## src/rtl/core/gwwl_pkg.sv

```systemverilog
// ----------------------------------------------------------------------------
// gwwl_pkg
// Shared types, constants and saturating helpers for the greedy word-wrap
// glyph placer.
// ----------------------------------------------------------------------------
package gwwl_pkg;

  // Word buffer depth and pen position width
  localparam int WORD_DEPTH = 64;
  localparam int POS_BITS   = 32;

  localparam int ADDR_W = $clog2(WORD_DEPTH);
  localparam int LEN_W  = $clog2(WORD_DEPTH + 1);
  localparam int SUM_W  = ((POS_BITS > 24) ? POS_BITS : 24) + 1;
  localparam int CMP_W  = (POS_BITS > 32) ? POS_BITS : 32;
  localparam int CLP_W  = POS_BITS + 32;

  localparam logic [POS_BITS-1:0] POS_MAX = '1;

  // Glyph classes
  localparam logic [1:0] CLS_ORDINARY = 2'd0;
  localparam logic [1:0] CLS_SPACE    = 2'd1;
  localparam logic [1:0] CLS_NEWLINE  = 2'd2;

  // Register indexes
  localparam logic [1:0] REG_FIRST_INDENT = 2'd0;
  localparam logic [1:0] REG_LINE_STEP    = 2'd1;
  localparam logic [1:0] REG_WRAP_WIDTH   = 2'd2;

  // Register reset values
  localparam logic [23:0] FIRST_INDENT_RST = 24'd0;
  localparam logic [23:0] LINE_STEP_RST    = 24'd7168;
  localparam logic [31:0] WRAP_WIDTH_RST   = 32'hFFFF_FFFF;
  localparam logic [31:0] NO_WRAP          = 32'hFFFF_FFFF;

  typedef struct packed {
    logic [1:0]  glyph_class;
    logic [15:0] advance;
    logic        next_breaks;
    logic        first_glyph;
  } glyph_in_t;

  typedef struct packed {
    logic [15:0] glyph_index;
    logic [31:0] pos_x;
    logic [31:0] pos_y;
    logic        placed;
    logic        word_overflow;
    logic        last;
  } glyph_out_t;

  // Saturating pen add of a value of up to 24 bits
  function automatic logic [POS_BITS-1:0] sat_add(input logic [POS_BITS-1:0] a,
                                                  input logic [23:0] b);
    logic [SUM_W-1:0] s;
    s = SUM_W'(a) + SUM_W'(b);
    if (s > SUM_W'(POS_MAX)) begin
      return POS_MAX;
    end
    return s[POS_BITS-1:0];
  endfunction

  // Clamp a 24-bit value into the pen range
  function automatic logic [POS_BITS-1:0] clamp_pos(input logic [23:0] v);
    if (SUM_W'(v) > SUM_W'(POS_MAX)) begin
      return POS_MAX;
    end
    return POS_BITS'(v);
  endfunction

  // Clamp a pen position to the 32-bit output field
  function automatic logic [31:0] clamp_out(input logic [POS_BITS-1:0] v);
    logic [CLP_W-1:0] w;
    w = CLP_W'(v);
    if (w > CLP_W'(32'hFFFF_FFFF)) begin
      return 32'hFFFF_FFFF;
    end
    return w[31:0];
  endfunction

endpackage

```

## src/rtl/core/greedy_word_wrap_layout_core.sv

```systemverilog
// A space, newline or unwrapped glyph is held in item_r, and S_EXEC writes its result
//   to the output register once the output slot is free; no new item is taken until
//   the sequencer is back in S_IDLE. A wrap re-places the word through one saturating
//   adder and the RAM read port, S_RD then S_EMIT per glyph; output stalls hold it.
// Reset (rst_n low, synchronous) clears pen, counters, sequencer and registers;
//   the word RAM is not cleared and needs no sweep.
// ----------------------------------------------------------------------------
// greedy_word_wrap_layout_core
// Places glyphs one at a time with greedy word wrapping, keeping the pen
// position and the advances of the current word in a small RAM.
// ----------------------------------------------------------------------------
module greedy_word_wrap_layout_core (
  input  logic                  clk,
  input  logic                  rst_n,
  // Glyph input channel
  input  logic                  in_valid,
  output logic                  in_ready,
  input  gwwl_pkg::glyph_in_t   in_data,
  // Result channel
  output logic                  out_valid,
  input  logic                  out_ready,
  output gwwl_pkg::glyph_out_t  out_data,
  // Configuration port
  input  logic                  psel,
  input  logic                  penable,
  input  logic                  pwrite,
  input  logic [3:0]            paddr,
  input  logic [31:0]           pwdata,
  output logic [31:0]           prdata,
  output logic                  pready
);

  import gwwl_pkg::*;

  // Sequencer codes
  localparam logic [2:0] S_IDLE = 3'd0;
  localparam logic [2:0] S_EXEC = 3'd1;
  localparam logic [2:0] S_RD   = 3'd2;
  localparam logic [2:0] S_EMIT = 3'd3;
  localparam logic [2:0] S_TAIL = 3'd4;

  logic [2:0]          state_r, state_nxt;
  logic [23:0]         first_indent_r;
  logic [23:0]         line_step_r;
  logic [31:0]         wrap_width_r;

  logic [POS_BITS-1:0] pen_x_r, pen_x_nxt;
  logic [POS_BITS-1:0] pen_y_r, pen_y_nxt;
  logic [LEN_W-1:0]    word_len_r, word_len_nxt;
  logic                word_over_r, word_over_nxt;
  logic [15:0]         word_first_r, word_first_nxt;
  logic [15:0]         next_index_r, next_index_nxt;

  glyph_in_t           item_r, item_nxt;
  logic [15:0]         idx_r, idx_nxt;
  logic [LEN_W-1:0]    k_r, k_nxt;
  logic [LEN_W-1:0]    cnt_r, cnt_nxt;
  logic                ovf_r, ovf_nxt;

  logic                out_valid_r, out_valid_nxt;
  glyph_out_t          out_data_r, out_data_nxt;

  logic                slot_free;
  logic                cfg_wr;
  logic [POS_BITS-1:0] add_a;
  logic [23:0]         add_b;
  logic [POS_BITS-1:0] add_sum;
  logic                over_limit;
  logic                ram_we;
  logic [15:0]         ram_rdata;

  // Configuration writes and reads
  assign cfg_wr = psel && penable && pwrite;
  assign pready = 1'b1;

  always_ff @(posedge clk) begin
    if (!rst_n) begin
      first_indent_r <= FIRST_INDENT_RST;
      line_step_r    <= LINE_STEP_RST;
      wrap_width_r   <= WRAP_WIDTH_RST;
    end else if (cfg_wr) begin
      case (paddr[3:2])
        REG_FIRST_INDENT: first_indent_r <= pwdata[23:0];
        REG_LINE_STEP:    line_step_r    <= pwdata[23:0];
        REG_WRAP_WIDTH:   wrap_width_r   <= pwdata;
        default: ;
      endcase
    end
  end

  always_comb begin
    case (paddr[3:2])
      REG_FIRST_INDENT: prdata = {8'd0, first_indent_r};
      REG_LINE_STEP:    prdata = {8'd0, line_step_r};
      REG_WRAP_WIDTH:   prdata = wrap_width_r;
      default:          prdata = 32'd0;
    endcase
  end

  // Word advance buffer
  gwwl_ram #(
    .WIDTH (16),
    .DEPTH (WORD_DEPTH)
  ) u_word_ram (
    .clk   (clk),
    .we    (ram_we),
    .waddr (word_len_r[ADDR_W-1:0]),
    .wdata (item_r.advance),
    .raddr (k_r[ADDR_W-1:0]),
    .rdata (ram_rdata)
  );

  // Output slot is free when empty or being drained this cycle
  assign slot_free = !out_valid_r || out_ready;
  assign in_ready  = (state_r == S_IDLE);
  assign out_valid = out_valid_r;
  assign out_data  = out_data_r;

  // Shared saturating adder: operand chosen by the sequencer
  always_comb begin
    add_a = pen_x_r;
    add_b = {8'd0, item_r.advance};
    if (state_r == S_EMIT) begin
      add_b = {8'd0, ram_rdata};
    end
  end
  assign add_sum = sat_add(add_a, add_b);

  // Line limit check on the advanced pen
  assign over_limit = item_r.next_breaks && (wrap_width_r != NO_WRAP) &&
                      (CMP_W'(add_sum) > CMP_W'(wrap_width_r));

  assign ram_we = (state_r == S_EXEC) && slot_free &&
                  (item_r.glyph_class != CLS_SPACE) &&
                  (item_r.glyph_class != CLS_NEWLINE) &&
                  (word_len_r < LEN_W'(WORD_DEPTH));

  // Sequencer and datapath next state
  always_comb begin
    state_nxt      = state_r;
    pen_x_nxt      = pen_x_r;
    pen_y_nxt      = pen_y_r;
    word_len_nxt   = word_len_r;
    word_over_nxt  = word_over_r;
    word_first_nxt = word_first_r;
    next_index_nxt = next_index_r;
    item_nxt       = item_r;
    idx_nxt        = idx_r;
    k_nxt          = k_r;
    cnt_nxt        = cnt_r;
    ovf_nxt        = ovf_r;
    out_valid_nxt  = out_valid_r && !out_ready;
    out_data_nxt   = out_data_r;

    case (state_r)
      S_IDLE: begin
        // Take the transaction; a new text resets pen and counters
        if (in_valid) begin
          item_nxt = in_data;
          if (in_data.first_glyph) begin
            pen_x_nxt      = clamp_pos(first_indent_r);
            pen_y_nxt      = '0;
            word_len_nxt   = '0;
            word_over_nxt  = 1'b0;
            word_first_nxt = '0;
            idx_nxt        = '0;
            next_index_nxt = 16'd1;
          end else begin
            idx_nxt        = next_index_r;
            next_index_nxt = next_index_r + 16'd1;
          end
          state_nxt = S_EXEC;
        end
      end

      S_EXEC: begin
        if (slot_free) begin
          out_valid_nxt              = 1'b1;
          out_data_nxt.glyph_index   = idx_r;
          out_data_nxt.pos_x         = clamp_out(pen_x_r);
          out_data_nxt.pos_y         = clamp_out(pen_y_r);
          out_data_nxt.placed        = 1'b1;
          out_data_nxt.word_overflow = 1'b0;
          out_data_nxt.last          = 1'b1;
          state_nxt                  = S_IDLE;
          case (item_r.glyph_class)
            CLS_SPACE: begin
              // End the word; skip a space at the line start
              word_len_nxt   = '0;
              word_over_nxt  = 1'b0;
              word_first_nxt = idx_r + 16'd1;
              if (pen_x_r == '0) begin
                out_data_nxt.placed = 1'b0;
              end else if (over_limit) begin
                pen_x_nxt = '0;
                pen_y_nxt = sat_add(pen_y_r, line_step_r);
              end else begin
                pen_x_nxt = add_sum;
              end
            end
            CLS_NEWLINE: begin
              pen_x_nxt      = '0;
              pen_y_nxt      = sat_add(pen_y_r, line_step_r);
              word_len_nxt   = '0;
              word_over_nxt  = 1'b0;
              word_first_nxt = idx_r + 16'd1;
            end
            default: begin
              // Buffer the advance or mark the word as overflowed
              if (word_len_r < LEN_W'(WORD_DEPTH)) begin
                word_len_nxt = word_len_r + LEN_W'(1);
              end else begin
                word_over_nxt = 1'b1;
              end
              if (over_limit) begin
                // Start a wrap: drop the single result, replay the word
                out_valid_nxt = out_valid_r && !out_ready;
                out_data_nxt  = out_data_r;
                pen_x_nxt     = '0;
                pen_y_nxt     = sat_add(pen_y_r, line_step_r);
                k_nxt         = '0;
                if (word_len_r < LEN_W'(WORD_DEPTH)) begin
                  ovf_nxt = word_over_r;
                  cnt_nxt = word_len_r + LEN_W'(1);
                end else begin
                  ovf_nxt = 1'b1;
                  cnt_nxt = LEN_W'(WORD_DEPTH - 1);
                end
                if (word_over_r || (word_len_r == LEN_W'(WORD_DEPTH))) begin
                  ovf_nxt = 1'b1;
                  cnt_nxt = LEN_W'(WORD_DEPTH - 1);
                end
                state_nxt = S_RD;
              end else begin
                pen_x_nxt = add_sum;
              end
            end
          endcase
        end
      end

      S_RD: begin
        // RAM read of entry k is in flight
        state_nxt = S_EMIT;
      end

      S_EMIT: begin
        // Re-place one buffered glyph and advance the pen
        if (slot_free) begin
          out_valid_nxt              = 1'b1;
          out_data_nxt.glyph_index   = word_first_r + 16'(k_r);
          out_data_nxt.pos_x         = clamp_out(pen_x_r);
          out_data_nxt.pos_y         = clamp_out(pen_y_r);
          out_data_nxt.placed        = 1'b1;
          out_data_nxt.word_overflow = ovf_r;
          out_data_nxt.last          = 1'b0;
          pen_x_nxt                  = add_sum;
          k_nxt                      = k_r + LEN_W'(1);
          if (k_r == cnt_r - LEN_W'(1)) begin
            if (ovf_r) begin
              state_nxt = S_TAIL;
            end else begin
              out_data_nxt.last = 1'b1;
              word_len_nxt      = '0;
              word_over_nxt     = 1'b0;
              word_first_nxt    = idx_r + 16'd1;
              state_nxt         = S_IDLE;
            end
          end else begin
            state_nxt = S_RD;
          end
        end
      end

      S_TAIL: begin
        // Place the current glyph after an overflowed word
        if (slot_free) begin
          out_valid_nxt              = 1'b1;
          out_data_nxt.glyph_index   = idx_r;
          out_data_nxt.pos_x         = clamp_out(pen_x_r);
          out_data_nxt.pos_y         = clamp_out(pen_y_r);
          out_data_nxt.placed        = 1'b1;
          out_data_nxt.word_overflow = 1'b1;
          out_data_nxt.last          = 1'b1;
          pen_x_nxt                  = add_sum;
          word_len_nxt               = '0;
          word_over_nxt              = 1'b0;
          word_first_nxt             = idx_r + 16'd1;
          state_nxt                  = S_IDLE;
        end
      end

      default: begin
        state_nxt = S_IDLE;
      end
    endcase
  end

  // Control and pen state
  always_ff @(posedge clk) begin
    if (!rst_n) begin
      state_r      <= S_IDLE;
      pen_x_r      <= '0;
      pen_y_r      <= '0;
      word_len_r   <= '0;
      word_over_r  <= 1'b0;
      word_first_r <= '0;
      next_index_r <= '0;
      k_r          <= '0;
      cnt_r        <= '0;
      ovf_r        <= 1'b0;
      out_valid_r  <= 1'b0;
    end else begin
      state_r      <= state_nxt;
      pen_x_r      <= pen_x_nxt;
      pen_y_r      <= pen_y_nxt;
      word_len_r   <= word_len_nxt;
      word_over_r  <= word_over_nxt;
      word_first_r <= word_first_nxt;
      next_index_r <= next_index_nxt;
      k_r          <= k_nxt;
      cnt_r        <= cnt_nxt;
      ovf_r        <= ovf_nxt;
      out_valid_r  <= out_valid_nxt;
    end
  end

  // Payload registers
  always_ff @(posedge clk) begin
    item_r     <= item_nxt;
    idx_r      <= idx_nxt;
    out_data_r <= out_data_nxt;
  end

endmodule

```

## src/rtl/core/gwwl_ram.sv

```systemverilog
// ----------------------------------------------------------------------------
// gwwl_ram
// Generic single-write, single-read RAM with a registered read port.
// ----------------------------------------------------------------------------
module gwwl_ram #(
  parameter int WIDTH = 16,
  parameter int DEPTH = 64
) (
  input  logic                     clk,
  input  logic                     we,
  input  logic [$clog2(DEPTH)-1:0] waddr,
  input  logic [WIDTH-1:0]         wdata,
  input  logic [$clog2(DEPTH)-1:0] raddr,
  output logic [WIDTH-1:0]         rdata
);

  logic [WIDTH-1:0] mem [DEPTH];
  logic [WIDTH-1:0] rdata_r;

  // Write port
  always_ff @(posedge clk) begin
    if (we) begin
      mem[waddr] <= wdata;
    end
  end

  // Registered read port
  always_ff @(posedge clk) begin
    rdata_r <= mem[raddr];
  end

  assign rdata = rdata_r;

endmodule

```

## config.mk

```make
export PLATFORM = sky130hd
export DESIGN_NAME = greedy_word_wrap_layout_core
export DESIGN_NICKNAME = d
export VERILOG_FILES = /design/src/rtl/core/gwwl_pkg.sv /design/src/rtl/core/greedy_word_wrap_layout_core.sv /design/src/rtl/core/gwwl_ram.sv
export SDC_FILE = /design/constraint.sdc
export NUM_CORES = 2
export LEC_CHECK = 0
export BUFFER_PORTS_ARGS = -buffer_cell sky130_fd_sc_hd__buf_2
export CAP_MARGIN = 20
export CORE_MARGIN = 4
export CORE_UTILIZATION = 55
export DETAILED_ROUTE_END_ITERATION = 8
export GPL_TIMING_DRIVEN = 0
export PLACE_DENSITY = 0.72
export RECOVER_POWER = 25
export SETUP_SLACK_MARGIN = 0.4
export SLEW_MARGIN = 20
export SYNTH_ARGS = -nofsm -noshare
export SYNTH_HDL_FRONTEND = slang
export SYNTH_SLANG_ARGS = --single-unit
```

## constraint.sdc

```tcl
create_clock -name clk -period 24.4 [get_ports clk]
set_input_delay 6.1 -clock clk [delete_from_list [all_inputs] [get_ports clk]]
set_output_delay 6.1 -clock clk [all_outputs]
set_load 0.01 [all_outputs]
```

==> flow_summary.toml <==
[timing]
final_max_slew_viol_count = 0
setup_total_negative_slack_ns = 0
final_period_minus_worst_setup_slack_ns = 14.22
hold_violations = 0
max_slew.worst_pin.slew_ns = 1.238
final.setup_skew_ns = 0.03635
max_slew_margin = 0.1746
setup_repair_after_global_routing_missed_its_margin = "false"
fin_hold_ws_ns = 0.4353
timing.final.crit_share = 0.5829
finalSetupViolCount = 0
fmaxAchievable_mhz = 70.31

[worst_setup_path]
cp-endpoint = "prdata[21]"
reg_to_reg_startpoint = "state_r[2]$_SDFFE_PN0P_"
longest_individual_stage_delay_on_the_worst_path_ns = 0.63
cp-startpoint = "paddr[2]"
worstSetupPathType = "in -> out"
timing.reg2reg.setup_slack_ns = 15.31
critPathLaunchType = "input pin"
crit_required_ns = 18.30
critPathArrivalTime_ns = 8.12
timing.critical_path.mode_cell = "buf_2"
cp_slowest_cell = "buf_1"
worstReg2RegEnd = "out_data[15]$_DFFE_PP_"
ff2ff_path_depth = 32
cp.depth = 6
max_fanout_on_critical_path = 10
cp_top_family = "buffers and inverters"
critical_path.cell_chain = "buf_2 -> clkbuf_1 -> buf_1 -> mux2i_1 -> o21ai_0 -> buf_2"
cp_num_buf_inv = 4
setup.worst_path.end_class = "output port"

[synthesis]
yosys.cell_count.top_type = "edfxtp_1"
ys_seq_area_frac = 0.6843
synthAdderAreaFrac = 0.02121
yosys_register_bits = 1361
syn-instance-count = 3455
async_flop_share = 0
synth_top_area_frac = 0.6067
synth-xor-area-share = 0.01488
yosys.cell_types.count = 91
ys_warn_count = 0
synth_edf_count = 1142
yosys.area.top_type = "edfxtp_1"
synth_nets = 3612
post_synth_mux_area_share = 0.1396
synth-main-ff-cell = "edfxtp_1"
syn_area_sq_um = 56520
compound_gate_fraction_of_synth_area = 0.05388
post_synth_main_area_contributors = "edfxtp_1 (61%), mux4_2 (13%), dfxtp_1 (7.8%)"
synth_simple_gate_area_share = 0.06800
largest_family_of_logic_cells_by_synthesized_area = "multiplexers"
netlist_top_cells_count = "edfxtp_1 (1,142), nand2_1 (359), mux4_2 (336)"
syn_area_per_cell_sq_um = 16.36

[run_status]
outcome = "completed"

[place]
dp.cells = 5115
dp_hpwl_um = 108100
gp_congestion = 0.9618
port_buffers = 177

[cts]
cts_resized = 0
tritoncts = "built"
worst_skew_pair.late_latency_ns = 0.76
cts_root_buf = "clkbuf_16"
clock-sinks = 1361
postCtsSetupRepairBufs = 0
cts_htree_levels = 4
cts_hold_buf = 0
clock_path_buffers = 3
cts_made_buffers = 139
worst_setup_hold_path_clk_slew_ns = 0.06

[grt]
grt_start_max_net_pins = 36
grt_pass1_vias = 33330
grt_remaining_overflow = 0
grt_pass1_wl_um = 224700
grt_usage = 0.2862
antenna_found_initial = 3

[cells_and_area]
final-instance-count-excl-fill = 5373
fillers = 7084
drive_above_1_share = 0.2383
area_growth_syn_to_layout_pct = 15.09
final_net_count = 4046

[power]
power_density_nw_per_um2 = 75.01
max-vdd-ir-drop_v = 0.00007466
design_power_total_mw = 4.879
power_leakage_nw = 21.73

[route]
route.vias.total = 33760
route.final.wire_length_um = 153100
total_drc_errors_in_the_routed_layout = 0
drt-wirelength-per-cell_um = 28.49
routed_via_density = 6.283
drtIter0Drc = 4323
final_antenna_net_count = 0
drt_first_pass_iters = 5

[floorplanning]
boundaryPins = 181
rows = 117
floorplan.initialDensity = 0.5548
die_area_sq_um = 108000
floorplan.die.height_um = 328.6
die_w_um = 328.6
core-area_sq_um = 101900

[worst_hold_path]
hold_class = "reg -> reg"

[run]
max_cap_violations = 0
metrics by stage:
stage / utilization / setup slack [ns] / instance area (sq um)
2_1_floorplan: - / 10.97 / 56520
3_3_place_gp: 0.5803 / 8.432 / 59120
3_5_place_dp: 0.5979 / 10.20 / 60920
4_1_cts: 0.6418 / 10.20 / 65390
5_1_grt: 0.6385 / 10.08 / 65050
6_report: 0.6385 / 10.18 / 65050
layout make-up:
class / count / area [sq um] / share of cell area
repair buffers: 293 / 2168 / 0.03333
diodes: 2 / 5.005 / 0.00007694
plain buffers: 182 / 817.0 / 0.01256
clock buffers: 189 / 3852 / 0.05922
flip-flops and latches: 1361 / 38680 / 0.5946
clock inverters: 66 / 615.6 / 0.009463
inverters: 55 / 206.4 / 0.003174
well taps: 1368 / 1712 / 0.02631
multi-input cells: 1857 / 17000 / 0.2613
worst min path at each step:
stage | slack, ns | start | end | cells after the start
detailed placement | 0.42 | add_a[27]$_SDFFE_PN0P_ | out_data[62]$_DFFE_PP_ | 0
floorplan | 0.40 | add_a[27]$_SDFFE_PN0P_ | out_data[62]$_DFFE_PP_ | 0
global placement | 0.42 | add_a[27]$_SDFFE_PN0P_ | out_data[62]$_DFFE_PP_ | 0
finish | 0.44 | add_a[27]$_SDFFE_PN0P_ | out_data[62]$_DFFE_PP_ | 0
global route | 0.44 | add_a[27]$_SDFFE_PN0P_ | out_data[62]$_DFFE_PP_ | 0
CTS | 0.43 | add_a[27]$_SDFFE_PN0P_ | out_data[62]$_DFFE_PP_ | 0
layout by cell type (no fill, tap or decap), types with 14 or more instances in the layout:
master	instances
a211oi_1	19
a21o_1	19
a21oi_1	152
a22o_1	15
a31oi_1	16
and2_1	23
and3_1	19
buf_1	24
buf_2	214
buf_4	15
buf_6	42
buf_8	42
clkbuf_1	169
clkbuf_16	144
clkinv_1	25
clkinv_2	15
dfxtp_1	219
edfxtp_1	1142
ha_1	91
inv_1	54
mux2i_1	28
mux4_2	336
nand2_1	359
nand2b_1	18
nand3_1	62
nand4_1	27
nor2_1	126
nor2_2	64
nor2b_1	29
nor3_1	27
nor4_1	14
o211ai_1	43
o21ai_0	82
or3_1	24
xnor2_1	49
xor2_1	47
power by group:
group	switching (mW)	internal [mW]	leakage [nW]	total, mW
Clock	0.899	1.19	2.17	2.09
Sequential	0.0217	2.55	12.1	2.57
Combinational	0.154	0.0673	7.44	0.221
metal layers:
layer / part of all wire / GRT usage / wire (um) / vias up
met3: 0.082 / 0.05418 / 12600 / 357
met1: 0.38 / 0.3778 / 58030 / 17050
li1: - / - / - / 14480
met2: 0.49 / 0.4672 / 74610 / 1869
met4: 0.051 / 0.1302 / 7829 / 2
met5: 0.00012 / 0 / 18 / -
sequential cells by signal (all words and copies together), names as in the netlist:
| signal | cells |
|---|---|
| line_step_r | 24 |
| word_first_r | 16 |
| ovf_r | 1 |
| out_data | 83 |
| k_r | 7 |
| out_valid | 1 |
| first_indent_r | 24 |
| add_a | 32 |
| cnt_r | 7 |
| state_r | 3 |
| item_r | 19 |
| u_word_ram.mem | 1024 |
| idx_r | 16 |
| word_over_r | 1 |
| next_index_r | 16 |
| u_word_ram.rdata | 16 |
| word_len_r | 7 |
| wrap_width_r | 32 |
| pen_y_r | 32 |
cell families (layout without fill, tap and decap cells):
kind of cell    count (synthesis)  count (layout)
other cells                     1               3
compound gates                462             462
mux                           368             368
fa+ha+maj                      94              94
flops                        1361            1361
xor+xnor                       96              96
simple gates                  836             836
buf+inv                       237             785
Power figures use the tool's default switching activity.
